File: src/design/bzr_pkg.sv
package bzr_pkg;

	// defaults for the top level parameters
	localparam int COORD_WIDTH_DEF = 24;
	localparam int T_FRAC_BITS_DEF = 16;

	// control point registers: p0_x, p0_y, p1_x, p1_y, p2_x, p2_y, p3_x, p3_y
	localparam int NUM_REGS  = 8;
	localparam int REG_IDX_W = $clog2(NUM_REGS);

	// parameter queue between front and back
	localparam int QUEUE_DEPTH = 4;

endpackage

File: src/design/bzr_front.sv
module bzr_front
	import bzr_pkg::*;
#(
	parameter int T_FRAC_BITS = T_FRAC_BITS_DEF
) (
	input  logic                 clk,
	input  logic                 arst_n,
	input  logic                 in_valid,
	output logic                 in_ready,
	input  logic [T_FRAC_BITS:0] in_t,
	output logic                 q_valid,
	input  logic                 q_ready,
	output logic [T_FRAC_BITS:0] q_t
);

	localparam int TW  = T_FRAC_BITS + 1;
	localparam int PTW = $clog2(QUEUE_DEPTH);
	localparam int CNW = $clog2(QUEUE_DEPTH + 1);
	localparam logic [TW-1:0]  T_ONE = TW'(1) << T_FRAC_BITS;
	localparam logic [CNW-1:0] FULL  = CNW'(QUEUE_DEPTH);

	logic [TW-1:0]  mem_q [QUEUE_DEPTH];
	logic [PTW-1:0] wr_ptr_q;
	logic [PTW-1:0] rd_ptr_q;
	logic [CNW-1:0] count_q;
	logic [TW-1:0]  t_clamp;
	logic           push;
	logic           pop;

	// anything above one is pinned to one, which lands on the end point
	assign t_clamp  = (in_t[T_FRAC_BITS] && (|in_t[T_FRAC_BITS-1:0])) ? T_ONE : in_t;
	assign in_ready = (count_q != FULL);
	assign push     = in_valid && in_ready;
	assign q_valid  = (count_q != '0);
	assign pop      = q_valid && q_ready;
	assign q_t      = mem_q[rd_ptr_q];

	always_ff @(posedge clk or negedge arst_n) begin
		if (!arst_n) begin
			wr_ptr_q <= '0;
			rd_ptr_q <= '0;
			count_q  <= '0;
		end else begin
			if (push) begin
				wr_ptr_q <= wr_ptr_q + PTW'(1);
			end
			if (pop) begin
				rd_ptr_q <= rd_ptr_q + PTW'(1);
			end
			if (push && !pop) begin
				count_q <= count_q + CNW'(1);
			end else if (pop && !push) begin
				count_q <= count_q - CNW'(1);
			end
		end
	end

	always_ff @(posedge clk) begin
		if (push) begin
			mem_q[wr_ptr_q] <= t_clamp;
		end
	end

`ifndef NO_ASSERTIONS
	a_count_bound: assert property (@(posedge clk) disable iff (!arst_n)
		count_q <= FULL)
		else $error("queue count above depth");

	a_head_clamped: assert property (@(posedge clk) disable iff (!arst_n)
		q_valid |-> (q_t <= T_ONE))
		else $error("queue head parameter above one");

	a_count_grows: assert property (@(posedge clk) disable iff (!arst_n)
		(push && !pop) |=> (count_q == $past(count_q) + CNW'(1)))
		else $error("queue count did not follow a lone push");
`endif

endmodule

File: config.mk
export PLATFORM = sky130hd
export DESIGN_NAME = bzr_front
export DESIGN_NICKNAME = d
export VERILOG_FILES = /design/src/design/bzr_pkg.sv /design/src/design/bzr_front.sv
export SDC_FILE = /design/constraint.sdc
export NUM_CORES = 1
export LEC_CHECK = 0
export BUFFER_PORTS_ARGS = -buffer_cell sky130_fd_sc_hd__buf_2
export CAP_MARGIN = 20
export CORE_MARGIN = 2
export CORE_UTILIZATION = 35
export DETAILED_ROUTE_END_ITERATION = 16
export PLACE_DENSITY = 0.6
export SKIP_CTS_REPAIR_TIMING = 1
export SYNTH_ARGS = -nofsm -noshare
export SYNTH_HDL_FRONTEND = slang
export SYNTH_SLANG_ARGS = --single-unit
File: constraint.sdc
create_clock -name clk -period 1.8 [get_ports clk]
set_input_delay 0.18 -clock clk [delete_from_list [all_inputs] [get_ports clk]]
set_output_delay 0.18 -clock clk [all_outputs]
set_load 0.02 [all_outputs]
==> results.ini <==
[outcome]
run_status = complete, but fails checks
violations = setup timing

[route]
routedWlPerCell_um = 17.4
wl_met1_um = 2430
first_pass_iters = 4
ant_nets = 0
vias = 1540
top_layer_used = met4
wl_met2_um = 2950
via_per_inst = 4.70
drc_errors = 0
dr_wl_met3_um = 204
routed_wl_um = 5700
dr.first_iter.drc_count = 38

[clock_tree]
cts_made_buffers = 9
ctsLongestPathBuffers = 2
tritoncts = built
cts_root_buf = clkbuf_8
cts.sink_count = 75
clkTransAtPathRegs_ps = 70
clock_latency_ps = 350
htree_levels = 3

[logic_synthesis]
yosys.area_share.simple_pct = 6.54
yosys_warnings = 0
yosys.area_share.xor_xnor_pct = 1.71
synthAdderAreaFrac_pct = 2.68
ys_seq_area_share_pct = 72.0
synth-seq-cells = 75
ys_types = 23
synth_area_mm2 = 0.00308
synthTopCellsByArea = edfxtp_1, mux4_1, mux4_2
synth.top_cell.area_share_pct = 66.3
syn_nets = 174
synthMuxAreaShare_pct = 14.3
synth_top_area_cell = edfxtp_1
synth_compound_area_share_pct = 0.894
synth_top_family_by_area = multiplexers
synthCells = 147
avgSynthCellArea_um2 = 21.0

[power]
powerDensity_mw_per_mm2 = 1620
power_w = 0.00634
p_leak_nw = 1.40
peakVddDrop_mv = 0.710

[cells_and_area]
post-route-util_pct = 45.3
fin_nets = 242
fin_area_mm2 = 0.00391
drive_gt1_share_pct = 48.6
syn_to_final_growth_pct = 27.0
n_antenna_cell = 0
final_common_cell = edfxtp_1
mostFrequentLayoutCells = edfxtp_1, buf_2, buf_6, mux4_2, nor2b_1

[worst_setup_path]
cp_top_family = multiplexers
slowest_stage = mux4_2
crit_type = flop to output pin
critPathLaunchType = flop
cp.required_ps = 1620
arrival_ps = 1660
critPathMaxFanout = 6
cp.buffers_inverters = 2
endpoint_kind = output pin
critPathMaxStageDelay_ps = 530
cp_cell_sequence = clkbuf_16 > mux4_2 > buf_6

[hold_path]
hold_path.class = primary input to flop

[floorplan]
dieArea_mm2 = 0.00957
core-area_mm2 = 0.00864
ios = 40
std_cell_rows = 34
die_w_um = 97.8
start_util_pct = 35.7
die_h_um = 97.8

[placed_design]
placed_area_mm2 = 0.00362
numPortBuffers = 39
place.gp.congestion = 0.707

[sta]
slew-limit-headroom_pct = 74.0
post-route-min-period_ps = 1840
hold_viol_final = 0
layout_setup_ws_ps = -44.5
finClkSkew_ps = 8.08
slew_viol_final = 0
clock.fmax_ghz = 0.542
tightest_slew_ps = 387
rsz0062_at_grt = yes
finalCritPeriodShare_pct = 102
setup_violations = 10

[grt]
grt_max_degree = 18
grt_pass1_wl_um = 8770
grt_remaining_overflow = 0
grt_usage_pct = 12.5
grt_pass1_vias = 1682
antenna_found_initial = 0

[run]
cap_violations = 0

-- worst paths after layout --
| kind | start | endpoint | slack [ps] | cells after the start |
|---|---|---|---|---|
| worst max-delay path | rd_ptr_q[0] | q_t[5] | -40 | 3 |
| worst min-delay path | q_ready | rd_ptr_q[1] | 150 | 3 |
| worst max register to register | count_q[2] | count_q[1] | -10 | 6 |
| worst min register to register | count_q[2] | count_q[2] | 570 | 2 |
| max in group asynchronous | arst_n | rd_ptr_q[0] | 1420 | 2 |
| min in group asynchronous | arst_n | count_q[2] | 200 | 2 |
-- worst register-to-register path: stages, from the launching register on --
cell and delay [ps]:
dfrtp_1 380, or3_4 400, nand2_4 80, ha_4 130
inv_2 30, fa_2 400, mux2_4 270
-- metrics by stage --
step	cells	setup slack [ps]	hold WS, ps	setup TNS (ps)
2_1_floorplan	147	-88.8	-116	-164
3_3_place_gp	309	-8.33	26.5	-8.33
3_5_place_dp	309	-23.7	32.1	-26.3
4_1_cts	325	-83.5	-346	-619
5_1_grt	328	-110	166	-933
6_report	328	-44.5	152	-146
-- where the power goes --
part           switching [W]  internal, W
logic                0.00124      0.00148
clock network       0.000607     0.000499
registers           0.000172      0.00234
total                0.00202      0.00432
-- routing by layer --
metal,track usage (%),up-vias
li1,-,713
met1,14.9,783
met2,21.3,34
met3,3.01,10
met4,6.09,0
met5,0,-
-- cell families after synthesis --
| kind of cell | count (synthesis) |
|---|---|
| mux | 19 |
| simple gates | 30 |
| fa+ha+maj | 6 |
| compound gates | 2 |
| flops | 75 |
| buf+inv | 9 |
| xor+xnor | 6 |
-- area by class of cell --
type	count	area [µm²]
Tap cell	108	135
Inverter	4	15.0
Clock buffer	10	128
Clock inverter	6	41.3
Multi-Input combinational cell	63	801
Fill cell	751	4720
Sequential cell	75	2220
Timing Repair Buffer	62	573
-- sequential cells by signal, summed over array words and instances (netlist names) --
register and cells:
mem_q 68, count_q 3, rd_ptr_q 2, wr_ptr_q 2
-- cell usage after synthesis --
| library cell | number |
|---|---|
| buf_2 | 2 |
| ha_1 | 5 |
| dfrtp_1 | 7 |
| nand3_1 | 1 |
| buf_6 | 1 |
| buf_12 | 1 |
| a21boi_2 | 1 |
| fa_1 | 1 |
| nor2b_1 | 16 |
| mux4_2 | 8 |
| inv_1 | 4 |
| nand2_1 | 2 |
| nor4_2 | 4 |
| and2_1 | 4 |
| clkbuf_1 | 1 |
| nor2_1 | 2 |
| xnor2_1 | 4 |
| xor2_1 | 2 |
| a41oi_2 | 1 |
| mux2_2 | 2 |
| or3_1 | 1 |
| edfxtp_1 | 68 |
| mux4_1 | 9 |
Power figures use the tool's default switching activity.
